===== src/rtl/core/assert_macros.svh =====
// Assertion macros shared by the debouncer RTL.
// No dependencies; take in with `include where assertions are written.
`ifndef ASSERT_MACROS_SVH
`define ASSERT_MACROS_SVH

// Same-cycle implication, sampled on clk and muted while rst is high.
`define AST_IMPL(label, ante, cons, msg) \
  label: assert property (@(posedge clk) disable iff (rst) (ante) |-> (cons)) \
    else $error(msg);

// Next-cycle implication, sampled on clk and muted while rst is high.
`define AST_NEXT(label, ante, cons, msg) \
  label: assert property (@(posedge clk) disable iff (rst) (ante) |=> (cons)) \
    else $error(msg);

`endif


===== src/rtl/core/mkrd_pkg.sv =====
// Types, constants and helpers for the multi-key release debouncer.
// No dependencies.
package mkrd_pkg;

  localparam int NUM_KEYS_DEF = 4;
  localparam int PIN_W        = 4;
  localparam int TICK_W       = 10;
  localparam int KEY_IDX_W    = 2;
  localparam int CFG_IDX_W    = 2;

  localparam logic [TICK_W-1:0] DEBOUNCE_RST = TICK_W'(50);
  localparam logic [TICK_W-1:0] RECHECK_RST  = TICK_W'(10);

  localparam logic [CFG_IDX_W-1:0] REG_DEBOUNCE = CFG_IDX_W'(0);
  localparam logic [CFG_IDX_W-1:0] REG_RECHECK  = CFG_IDX_W'(1);

  typedef enum logic {
    ACT_TICK = 1'b0,
    ACT_READ = 1'b1
  } action_t;

  // Per-lane status handed to the merge stage and the top level.
  typedef struct packed {
    logic fire;   // countdown ran out with the pin released
    logic busy;   // countdown running
    logic armed;  // key waiting for a falling edge
  } lane_status_t;

  typedef struct packed {
    logic                 event_valid;
    logic [KEY_IDX_W-1:0] key_index;
    logic                 event_pending;
  } result_t;

  // A zero tick count behaves as one.
  function automatic logic [TICK_W-1:0] load_value(input logic [TICK_W-1:0] r);
    return (r == '0) ? TICK_W'(1) : r;
  endfunction

endpackage


===== src/rtl/core/mkrd_if.sv =====
// Channel interfaces of the debouncer: input items, result items, config writes.
// Depends on mkrd_pkg.
interface mkrd_item_if import mkrd_pkg::*; ();
  logic             valid;
  logic             ready;
  logic             action;
  logic [PIN_W-1:0] key_levels;
  modport source (output valid, action, key_levels, input ready);
  modport sink   (input valid, action, key_levels, output ready);
endinterface

interface mkrd_result_if import mkrd_pkg::*; ();
  logic                 valid;
  logic                 ready;
  logic                 event_valid;
  logic [KEY_IDX_W-1:0] key_index;
  logic                 event_pending;
  modport source (output valid, event_valid, key_index, event_pending, input ready);
  modport sink   (input valid, event_valid, key_index, event_pending, output ready);
endinterface

interface mkrd_cfg_if import mkrd_pkg::*; ();
  logic                 valid;
  logic                 ready;
  logic [CFG_IDX_W-1:0] index;
  logic [TICK_W-1:0]    data;
  modport source (output valid, index, data, input ready);
  modport sink   (input valid, index, data, output ready);
endinterface


===== src/rtl/core/multi_key_release_debouncer_unit.sv =====
// Multi-key release debouncer, top level. Depends on mkrd_pkg, mkrd_if, mkrd_lane,
// mkrd_merge and assert_macros.svh.
// Each result item is registered from its input item in the output stage. Throughput: one item
// per cycle while in_item.ready is high; a two-entry output stage absorbs stalls.
// Reset (rst, synchronous): keys armed, timers stopped, no event, ticks 50/10.
`include "assert_macros.svh"
module multi_key_release_debouncer_unit import mkrd_pkg::*; #(
  parameter int NUM_KEYS_P = NUM_KEYS_DEF
) (
  input  logic          clk,
  input  logic          rst,
  mkrd_item_if.sink     in_item,
  mkrd_result_if.source out_result,
  mkrd_cfg_if.sink      cfg
);

  // ---------------------------------------------------------------------------
  // Configuration registers; writes to unknown indexes are dropped.
  // ---------------------------------------------------------------------------
  logic [TICK_W-1:0] debounce_ticks;
  logic [TICK_W-1:0] recheck_ticks;

  assign cfg.ready = 1'b1;

  always_ff @(posedge clk) begin
    if (rst) begin
      debounce_ticks <= DEBOUNCE_RST;
      recheck_ticks  <= RECHECK_RST;
    end else if (cfg.valid) begin
      if (cfg.index == REG_DEBOUNCE) begin
        debounce_ticks <= cfg.data;
      end else if (cfg.index == REG_RECHECK) begin
        recheck_ticks <= cfg.data;
      end
    end
  end

  // ---------------------------------------------------------------------------
  // Input acceptance. Ready only drops when both output slots are full.
  // ---------------------------------------------------------------------------
  logic in_acc, tick, read;
  logic skid_valid, res_valid;

  assign in_item.ready = !skid_valid;
  assign in_acc        = in_item.valid && in_item.ready;
  assign tick          = in_acc && (in_item.action == ACT_TICK);
  assign read          = in_acc && (in_item.action == ACT_READ);

  // Pin history: updated only on tick items.
  logic [PIN_W-1:0] prev_levels;

  always_ff @(posedge clk) begin
    if (rst) begin
      prev_levels <= '1;
    end else if (tick) begin
      prev_levels <= in_item.key_levels;
    end
  end

  // ---------------------------------------------------------------------------
  // Key lanes, one per key. Keys beyond the pin word see a low pin.
  // ---------------------------------------------------------------------------
  logic [TICK_W-1:0] debounce_load, recheck_load;
  assign debounce_load = load_value(debounce_ticks);
  assign recheck_load  = load_value(recheck_ticks);

  lane_status_t          lane_st [NUM_KEYS_P];
  logic [NUM_KEYS_P-1:0] fire_vec, busy_vec, armed_vec;

  for (genvar i = 0; i < NUM_KEYS_P; i++) begin : g_lane
    logic now, prev_pin;
    if (i < PIN_W) begin : g_pin
      assign now      = in_item.key_levels[i];
      assign prev_pin = prev_levels[i];
    end else begin : g_nopin
      assign now      = 1'b0;
      assign prev_pin = 1'b0;
    end

    mkrd_lane u_lane (
      .clk           (clk),
      .rst           (rst),
      .tick          (tick),
      .now           (now),
      .prev_pin      (prev_pin),
      .debounce_load (debounce_load),
      .recheck_load  (recheck_load),
      .status        (lane_st[i])
    );

    assign fire_vec[i]  = lane_st[i].fire;
    assign busy_vec[i]  = lane_st[i].busy;
    assign armed_vec[i] = lane_st[i].armed;
  end

  // ---------------------------------------------------------------------------
  // Merge and one-entry event latch.
  // ---------------------------------------------------------------------------
  logic                 pending_flag, pending_next;
  logic [KEY_IDX_W-1:0] latched_key, latched_next;
  result_t              step_res;

  mkrd_merge #(
    .NUM_KEYS_P (NUM_KEYS_P)
  ) u_merge (
    .fire         (fire_vec),
    .read         (read),
    .pending      (pending_flag),
    .latched      (latched_key),
    .pending_next (pending_next),
    .latched_next (latched_next),
    .result       (step_res)
  );

  always_ff @(posedge clk) begin
    if (rst) begin
      pending_flag <= 1'b0;
      latched_key  <= '0;
    end else if (in_acc) begin
      pending_flag <= pending_next;
      latched_key  <= latched_next;
    end
  end

  // ---------------------------------------------------------------------------
  // Output register plus skid slot.
  // ---------------------------------------------------------------------------
  result_t res_q, skid_q;
  logic    out_pop;

  assign out_pop = res_valid && out_result.ready;

  always_ff @(posedge clk) begin
    if (rst) begin
      res_valid  <= 1'b0;
      skid_valid <= 1'b0;
    end else if (skid_valid) begin
      if (out_pop) begin
        skid_valid <= 1'b0;
      end
    end else if (in_acc) begin
      if (res_valid && !out_pop) begin
        skid_valid <= 1'b1;
      end else begin
        res_valid <= 1'b1;
      end
    end else if (out_pop) begin
      res_valid <= 1'b0;
    end
  end

  always_ff @(posedge clk) begin
    if (skid_valid) begin
      if (out_pop) begin
        res_q <= skid_q;
      end
    end else if (in_acc) begin
      if (res_valid && !out_pop) begin
        skid_q <= step_res;
      end else begin
        res_q <= step_res;
      end
    end
  end

  assign out_result.valid         = res_valid;
  assign out_result.event_valid   = res_q.event_valid;
  assign out_result.key_index     = res_q.key_index;
  assign out_result.event_pending = res_q.event_pending;

  // ---------------------------------------------------------------------------
  // Assertions
  // ---------------------------------------------------------------------------
  `AST_IMPL(a_busy_disarmed, 1'b1, (busy_vec & armed_vec) == '0, "running timer on armed key")
  `AST_IMPL(a_skid_order, skid_valid, res_valid, "skid slot filled ahead of output")
  `AST_NEXT(a_read_clears, read, !pending_flag, "event not cleared by read")
  `AST_NEXT(a_fire_latches, tick && (fire_vec != '0), pending_flag, "release not latched")

endmodule


===== src/rtl/core/mkrd_lane.sv =====
// One key lane: arm flag and countdown timer.
// Depends on mkrd_pkg.
module mkrd_lane import mkrd_pkg::*; (
  input  logic              clk,
  input  logic              rst,
  input  logic              tick,
  input  logic              now,
  input  logic              prev_pin,
  input  logic [TICK_W-1:0] debounce_load,
  input  logic [TICK_W-1:0] recheck_load,
  output lane_status_t      status
);

  logic              armed, armed_next;
  logic [TICK_W-1:0] count, count_next;
  logic [TICK_W-1:0] count_dec;
  logic              fire;

  assign count_dec = count - TICK_W'(1);

  always_comb begin
    armed_next = armed;
    count_next = count;
    fire       = 1'b0;
    if (tick) begin
      if (count != '0) begin
        count_next = count_dec;
        if (count_dec == '0) begin
          if (now) begin
            fire       = 1'b1;
            armed_next = 1'b1;
          end else begin
            count_next = recheck_load;
          end
        end
      end else if (armed && prev_pin && !now) begin
        armed_next = 1'b0;
        count_next = debounce_load;
      end
    end
  end

  always_ff @(posedge clk) begin
    if (rst) begin
      armed <= 1'b1;
      count <= '0;
    end else begin
      armed <= armed_next;
      count <= count_next;
    end
  end

  assign status.fire  = fire;
  assign status.busy  = (count != '0);
  assign status.armed = armed;

endmodule


===== src/rtl/core/mkrd_merge.sv =====
// Merge stage: picks the highest firing lane and forms the result and event latch.
// Depends on mkrd_pkg.
module mkrd_merge import mkrd_pkg::*; #(
  parameter int NUM_KEYS_P = NUM_KEYS_DEF
) (
  input  logic [NUM_KEYS_P-1:0] fire,
  input  logic                  read,
  input  logic                  pending,
  input  logic [KEY_IDX_W-1:0]  latched,
  output logic                  pending_next,
  output logic [KEY_IDX_W-1:0]  latched_next,
  output result_t               result
);

  logic                 hit;
  logic [KEY_IDX_W-1:0] hit_idx;

  // Highest index wins a tie: later lanes override.
  always_comb begin
    hit     = 1'b0;
    hit_idx = '0;
    for (int i = 0; i < NUM_KEYS_P; i++) begin
      if (fire[i]) begin
        hit     = 1'b1;
        hit_idx = KEY_IDX_W'(i);
      end
    end
  end

  always_comb begin
    pending_next = pending;
    latched_next = latched;
    if (read) begin
      pending_next = 1'b0;
    end else if (hit) begin
      pending_next = 1'b1;
      latched_next = hit_idx;
    end
  end

  assign result.event_valid   = read && pending;
  assign result.key_index     = latched_next;
  assign result.event_pending = pending_next;

endmodule

===== src/flat_wrapper.sv =====
// flat-port wrapper written by rule: the top's interface ports become plain ports
module multi_key_release_debouncer_unit_flat import mkrd_pkg::*;
#(
  parameter int NUM_KEYS_P = NUM_KEYS_DEF
)
  (clk, rst, in_item_valid, in_item_action, in_item_key_levels, in_item_ready, out_result_valid, out_result_event_valid, out_result_key_index, out_result_event_pending, out_result_ready, cfg_valid, cfg_index, cfg_data, cfg_ready);
  mkrd_item_if in_item_i ();
  mkrd_result_if out_result_i ();
  mkrd_cfg_if cfg_i ();
  input  logic clk;
  input  logic rst;
  input wire logic [$bits(in_item_i.valid)-1:0] in_item_valid;
  input wire logic [$bits(in_item_i.action)-1:0] in_item_action;
  input wire logic [$bits(in_item_i.key_levels)-1:0] in_item_key_levels;
  output wire logic [$bits(in_item_i.ready)-1:0] in_item_ready;
  output wire logic [$bits(out_result_i.valid)-1:0] out_result_valid;
  output wire logic [$bits(out_result_i.event_valid)-1:0] out_result_event_valid;
  output wire logic [$bits(out_result_i.key_index)-1:0] out_result_key_index;
  output wire logic [$bits(out_result_i.event_pending)-1:0] out_result_event_pending;
  input wire logic [$bits(out_result_i.ready)-1:0] out_result_ready;
  input wire logic [$bits(cfg_i.valid)-1:0] cfg_valid;
  input wire logic [$bits(cfg_i.index)-1:0] cfg_index;
  input wire logic [$bits(cfg_i.data)-1:0] cfg_data;
  output wire logic [$bits(cfg_i.ready)-1:0] cfg_ready;
  assign in_item_i.valid = in_item_valid;
  assign in_item_i.action = in_item_action;
  assign in_item_i.key_levels = in_item_key_levels;
  assign in_item_ready = in_item_i.ready;
  assign out_result_valid = out_result_i.valid;
  assign out_result_event_valid = out_result_i.event_valid;
  assign out_result_key_index = out_result_i.key_index;
  assign out_result_event_pending = out_result_i.event_pending;
  assign out_result_i.ready = out_result_ready;
  assign cfg_i.valid = cfg_valid;
  assign cfg_i.index = cfg_index;
  assign cfg_i.data = cfg_data;
  assign cfg_ready = cfg_i.ready;
  multi_key_release_debouncer_unit #(.NUM_KEYS_P(NUM_KEYS_P)) u_core (.clk(clk), .rst(rst), .in_item(in_item_i), .out_result(out_result_i), .cfg(cfg_i));
endmodule

===== config.mk =====
export PLATFORM = sky130hd
export DESIGN_NAME = multi_key_release_debouncer_unit_flat
export DESIGN_NICKNAME = d
export VERILOG_FILES = /design/src/rtl/core/mkrd_pkg.sv /design/src/rtl/core/mkrd_if.sv /design/src/rtl/core/multi_key_release_debouncer_unit.sv /design/src/rtl/core/mkrd_lane.sv /design/src/rtl/core/mkrd_merge.sv /design/src/flat_wrapper.sv
export VERILOG_INCLUDE_DIRS = /design/src /design/src/rtl/core
export SDC_FILE = /design/constraint.sdc
export NUM_CORES = 1
export LEC_CHECK = 0
export BUFFER_PORTS_ARGS = -buffer_cell sky130_fd_sc_hd__buf_4
export CAP_MARGIN = 20
export CORE_MARGIN = 5
export CORE_UTILIZATION = 30
export DETAILED_ROUTE_END_ITERATION = 10
export SLEW_MARGIN = 20
export SYNTH_ARGS = -nofsm -noshare
export SYNTH_HDL_FRONTEND = slang
export SYNTH_SLANG_ARGS = --single-unit

===== constraint.sdc =====
create_clock -name clk -period 3.2 [get_ports clk]
set_clock_uncertainty 0.05 [all_clocks]
set_input_delay 0.64 -clock clk [delete_from_list [all_inputs] [get_ports clk]]
set_output_delay 0.64 -clock clk [all_outputs]
set_load 0.05 [all_outputs]

# Word-level counts from Yosys, hierarchy flattened
# Index checks and enable logic that the tools add are counted.
# word_totals
out_inout_bits,7
word_cells,162
reg_bits,81
inputBits,22
# classes
bitwise_logic,3
n_mux,72
n_addsub,4
eq_ne,12
n_reduce_logical,50
# ops
op,n
2-to-1 mux 10 bit,18
logical NOT 10 bit,6
2-to-1 mux 1 bit,46
nonzero test 10 bit,4
subtractor 10 x 1 -> 10 bit (second input constant),4
inequality test 2 bit (second input constant),10
2-to-1 mux 4 bit,4
AND reduction 4 bit,4
logical AND 1 bit,14
AND reduction 3 bit,4
nonzero test 2 bit,6
AND reduction 2 bit,5
2-to-1 mux 2 bit,4
logical NOT 1 bit,6
NOT 1 bit,3
equality test 2 x 1 -> 1 bit (second input constant),1
logical NOT 2 bit,1
inequality test 2 x 1 -> 1 bit (second input constant),1

# Longest topological paths before layout
# logic_depth
word_depth,14
depth_mapped,8
depth_no_buf,7

# Hierarchy
# Synthesis repeated with hierarchy kept, for this count alone.
# unflattened
hier_cells,632
area_unflattened_um2,5420.2
# by_module_without_submodules
mod,area_each_um2,cells_per_inst,seq_area_each_um2,instances
mkrd_lane (u_core.g_lane[0].u_lane ...),960.9,116,220.2,3
multi_key_release_debouncer_unit,1515.2,157,820.8,1
mkrd_lane (u_core.g_lane[3].u_lane),929.6,112,220.2,1
mkrd_merge,92.6,15,0.0,1

# Worst setup path before layout
# Ideal clock, no wire load.
# synth_timing
kind,register to register
startpoint,reg u_core.g_lane[1].u_lane.count[0]
endpoint,reg u_core.res_q (netlist bit u_core.out_result.key_index[1]) (data pin)
setup_time_ns,0.278
path_stages_with_launch,8
n_path_buf,0
period_less_slack_ns,2.190
setup_slack_ns,1.010
arrival_time_ns,1.861
required_time_ns,2.872
path_cell_list,dfxtp_1 inv_1 ha_1 or2_2 o32a_1 nor3_1 or3b_4 a31oi_1
# synth_via
elab_chain_len,13
word_cells_on_any_way,14
classes_between,add/sub (1); mux (11); reduce/logical (2)
# synth_lines
item,line,rtl
from (decl),mkrd_lane.sv:15,"logic [TICK_W-1:0] count, count_next;"
from (signal assigned),mkrd_lane.sv:49,count <= count_next;
subtractor 10 x 1 -> 10 bit,mkrd_lane.sv:19,assign count_dec = count - TICK_W'(1);
logical NOT 10 bit,mkrd_lane.sv:28,if (count_dec == '0) begin
2-to-1 mux 1 bit,mkrd_lane.sv:28,
2-to-1 mux 1 bit (*),mkrd_lane.sv:26,if (count != '0) begin
2-to-1 mux 1 bit (*),mkrd_lane.sv:25,if (tick) begin
2-to-1 mux 1 bit (*) (3 in series),mkrd_merge.sv:23,if (fire[i]) begin
2-to-1 mux 2 bit (*),mkrd_merge.sv:35,end else if (hit) begin
2-to-1 mux 2 bit (*),mkrd_merge.sv:33,if (read) begin
2-to-1 mux 4 bit (*),multi_key_release_debouncer_unit.sv:158,if (res_valid && !out_pop) begin
2-to-1 mux 4 bit (*),multi_key_release_debouncer_unit.sv:157,end else if (in_acc) begin
2-to-1 mux 4 bit (*),multi_key_release_debouncer_unit.sv:153,if (skid_valid) begin
to (signal assigned),multi_key_release_debouncer_unit.sv:155,res_q <= skid_q;
to (signal assigned),multi_key_release_debouncer_unit.sv:161,res_q <= step_res;
to (decl),multi_key_release_debouncer_unit.sv:128,"result_t res_q, skid_q;"
# Mark *: on every way between the ends. The rest lies on a longest branch, timed or not. The select of a mux whose other input is x is not followed.
# A chain may end at the register's enable or synchronous reset.

# Worst setup path after layout
# layout_timing
startpoint,reg u_core.g_lane[1].u_lane.count[0]
endpoint,reg u_core.res_q (netlist bit u_core.out_result.key_index[0]) (data pin)
# layout_via
elab_chain_len,13
word_cells_on_any_way,17
classes_between,add/sub (1); mux (14); reduce/logical (2)
# layout_lines
item,line
subtractor 10 x 1 -> 10 bit,mkrd_lane.sv:19
logical NOT 10 bit,mkrd_lane.sv:28
2-to-1 mux 1 bit,mkrd_lane.sv:28
2-to-1 mux 1 bit (*),mkrd_lane.sv:26
2-to-1 mux 1 bit (*),mkrd_lane.sv:25
2-to-1 mux 1 bit,mkrd_merge.sv:23
2-to-1 mux 2 bit or 2-to-1 mux 1 bit (tied branches) (2 in series),mkrd_merge.sv:23
2-to-1 mux 2 bit (*),mkrd_merge.sv:35
2-to-1 mux 2 bit (*),mkrd_merge.sv:33
2-to-1 mux 4 bit (*),multi_key_release_debouncer_unit.sv:158
2-to-1 mux 4 bit (*),multi_key_release_debouncer_unit.sv:157
2-to-1 mux 4 bit (*),multi_key_release_debouncer_unit.sv:153
# Marked as above.

==> flow_summary.toml <==
[status]
status = "complete, no violations"

[pwr]
switching_share = 0.4407
power_mw = 5.168
pwr-share-comb = 0.514
seqPwrFrac = 0.295
p_sw_mw = 2.278
p_leak_nw = 2.102
vdd_drop_max_v = 0.0003127
internal-power_mw = 2.891
power_density_nw_per_um2 = 929.9
clockPowerShare = 0.192

[die]
pin_count = 29
rows = 46
die_w_um = 137.1
initial_core_util = 0.3053
die_area_um2 = 18810
fp.dieH_um = 137.1
core-area_um2 = 15890

[clock_tree]
post_cts_resize_count = 0
clkTransAtPathRegs_ps = 60
h-tree-depth = 3
insertion_delay_ps = 340
cts-root-buf = "clkbuf_16"
clock_path_buffers = 2
cts_buffers = 9
cts.sinks = 81
holdBufCountCts = 0
cts_setup_buffers = 0
cts_tree = "done"

[logic_synthesis]
postSynth.asyncResetShare = 0
synth.top_cell.area_share = 0.3013
syn_area_per_cell_um2 = 8.347
ys.flop_type = "dfxtp_1"
syn_area_um2 = 4850
synth_most_common_cell = "nand2_1"
ys.warnings.count = 0
ys_ff_latch = 81
synth_top_area_cell = "dfxtp_1"
synth_nets = 611
ys_seq_area_frac = 0.3509
synth_edf_count = 8
synthTopCellsByArea = "dfxtp_1, nand2_1, a21oi_1"
synth_top_cells_by_count = "nand2_1, dfxtp_1, a21oi_1"
synth_cells = 581
yosys.cell_types.count = 90

[global_route]
overflow = 0
grtUsageMet3 = 0.04890
first_global_vias = 4490
grt_max_degree = 39
busiest_layer = "met2"
grt_pass1_wl_um = 23870
antenna_found_initial = 0
track_usage = 0.1626
met1_usage = 0.2212
grt_use_met2 = 0.2433

[route]
finalWirelength_um = 14970
drtAntennaViolNets = 0
viasPerCell = 5.694
drc = 0
drtIter0Drc = 566
first_pass_iters = 5
vias = 4692
wl_per_cell_um = 18.17

[cells_and_area]
final_area_um2 = 5558
fin_nets = 633
syn_to_final_growth_pct = 14.60
antenna_cells = 0
drive_gt1_frac = 0.1546

[place]
dpl.hpwl_um = 10470
place_congestion = 0.8993
place_ws_ps = 440.6
portBuffers = 27
placed_cell_area_um2 = 5283

[worst_setup_path]
worstPathArrival_ps = 2780
crit_path_max_fanout = 5
crit_type = "reg2reg"
start_kind = "register"
required_ps = 3340
critical_path.endpoint_type = "register"

[timing]
setup_ws_ps = 553.9
final.min_clock_period_ps = 2646
relSlewSlack = 0.5330
setup_viol = 0
finalMaxSlewViolations = 0
hold-worst-slack_ps = 413.6
fin_crit_sh = 0.8269
finalSetupTns_ps = 0
worst_slew_pin_slew_ps = 695.2
rsz0062_at_grt = "false"
hold_violations = 0
clock.fmax_mhz = 377.9

[worst_hold_path]
hp-class = "reg2reg"

[run]
max_cap_violations = 0
layout by cell type, fill, tap and decap left out, types with 7 or more instances in the layout:
cell,n
buf_4,41
a21oi_1,53
a211oi_1,17
a31oi_1,7
nor4_1,8
nand2_1,77
edfxtp_1,8
dfxtp_1,73
ha_1,8
and3_1,8
mux2i_1,11
o211ai_1,7
inv_1,17
o32ai_1,8
xnor2_1,7
o21ai_0,29
xor2_1,9
nand3_1,25
nor3_1,19
nor2_1,36
clkbuf_16,9
power groups by stage:
stage	combinational (mW)	sequential, mW	clock [mW]
finish	2.65	1.52	0.991
floorplan	2.13	1.45	0
CTS	2.63	1.51	1.00
detailed placement	2.61	1.53	0
global placement	2.59	1.52	0
global route	2.93	1.56	1.04
worst max-delay path: stages (launching register included):
cell and delay [ps]:
dfxtp_1 390, inv_1 100, ha_1 230, or2_2 290, o32a_1 390, nor3_1 590
o21bai_1 240, a31oi_1 210
flip-flops by register name (all words and copies together) (netlist names):
register	flops
u_core.out_result.event_valid	1
u_core.debounce_ticks	10
u_core.skid_valid	1
u_core.recheck_ticks	10
u_core.g_lane.u_lane.armed	4
u_core.skid_q	4
u_core.out_result.valid	1
u_core.out_result.key_index	2
u_core.g_lane.u_lane.count	40
u_core.pending_flag	1
u_core.prev_levels	4
u_core.out_result.event_pending	1
u_core.latched_key	2
cell families (layout without fill, tap and decap cells):
family | count (synthesis) | in the layout | share of synthesized area
and+or+nand+nor | 227 | 227 | 0.2601
AOI/OAI and AO/OA | 186 | 186 | 0.2634
DFF | 81 | 81 | 0.3509
buffers and inverters | 48 | 75 | 0.04489
xor gates and xnor gates | 16 | 16 | 0.02890
muxes | 14 | 14 | 0.03044
adders and majority gates | 8 | 8 | 0.02064
other | 1 | 1 | 0.0007733
per-stage QoR:
step                      utilization  cells
after floorplan                     -    581
after global placement         0.3325    808
after detailed placement       0.3325    808
after CTS                      0.3499    824
after global routing           0.3499    824
final                          0.3499    824
per-layer routing:
metal	vias up	share of wire
met4	0	0.025
met5	-	0
met3	41	0.099
met1	2226	0.45
li1	2230	-
met2	195	0.43
path summary, 6_finish.rpt:
check                                                      start                              to  slack (ps)  cells past startpoint
worst min register to register             u_core.prev_levels[3]           u_core.prev_levels[3]         410                      2
worst max-delay path            u_core.g_lane[1].u_lane.count[0]  u_core.out_result.key_index[0]         550                      7
worst min-delay path                       u_core.prev_levels[3]           u_core.prev_levels[3]         410                      2
worst max register to register  u_core.g_lane[1].u_lane.count[0]  u_core.out_result.key_index[0]         550                      7
layout make-up:
type	count	area (um2)
clock buffer	13	260.3
tap	216	270.3
fill	1657	10330
inverter	18	67.56
timing repair buffer	41	307.8
sequential	81	1702
clock inverter	3	15.01
multi-input combinational	452	2935
No activity file was read; power rests on OpenSTA's default activity.
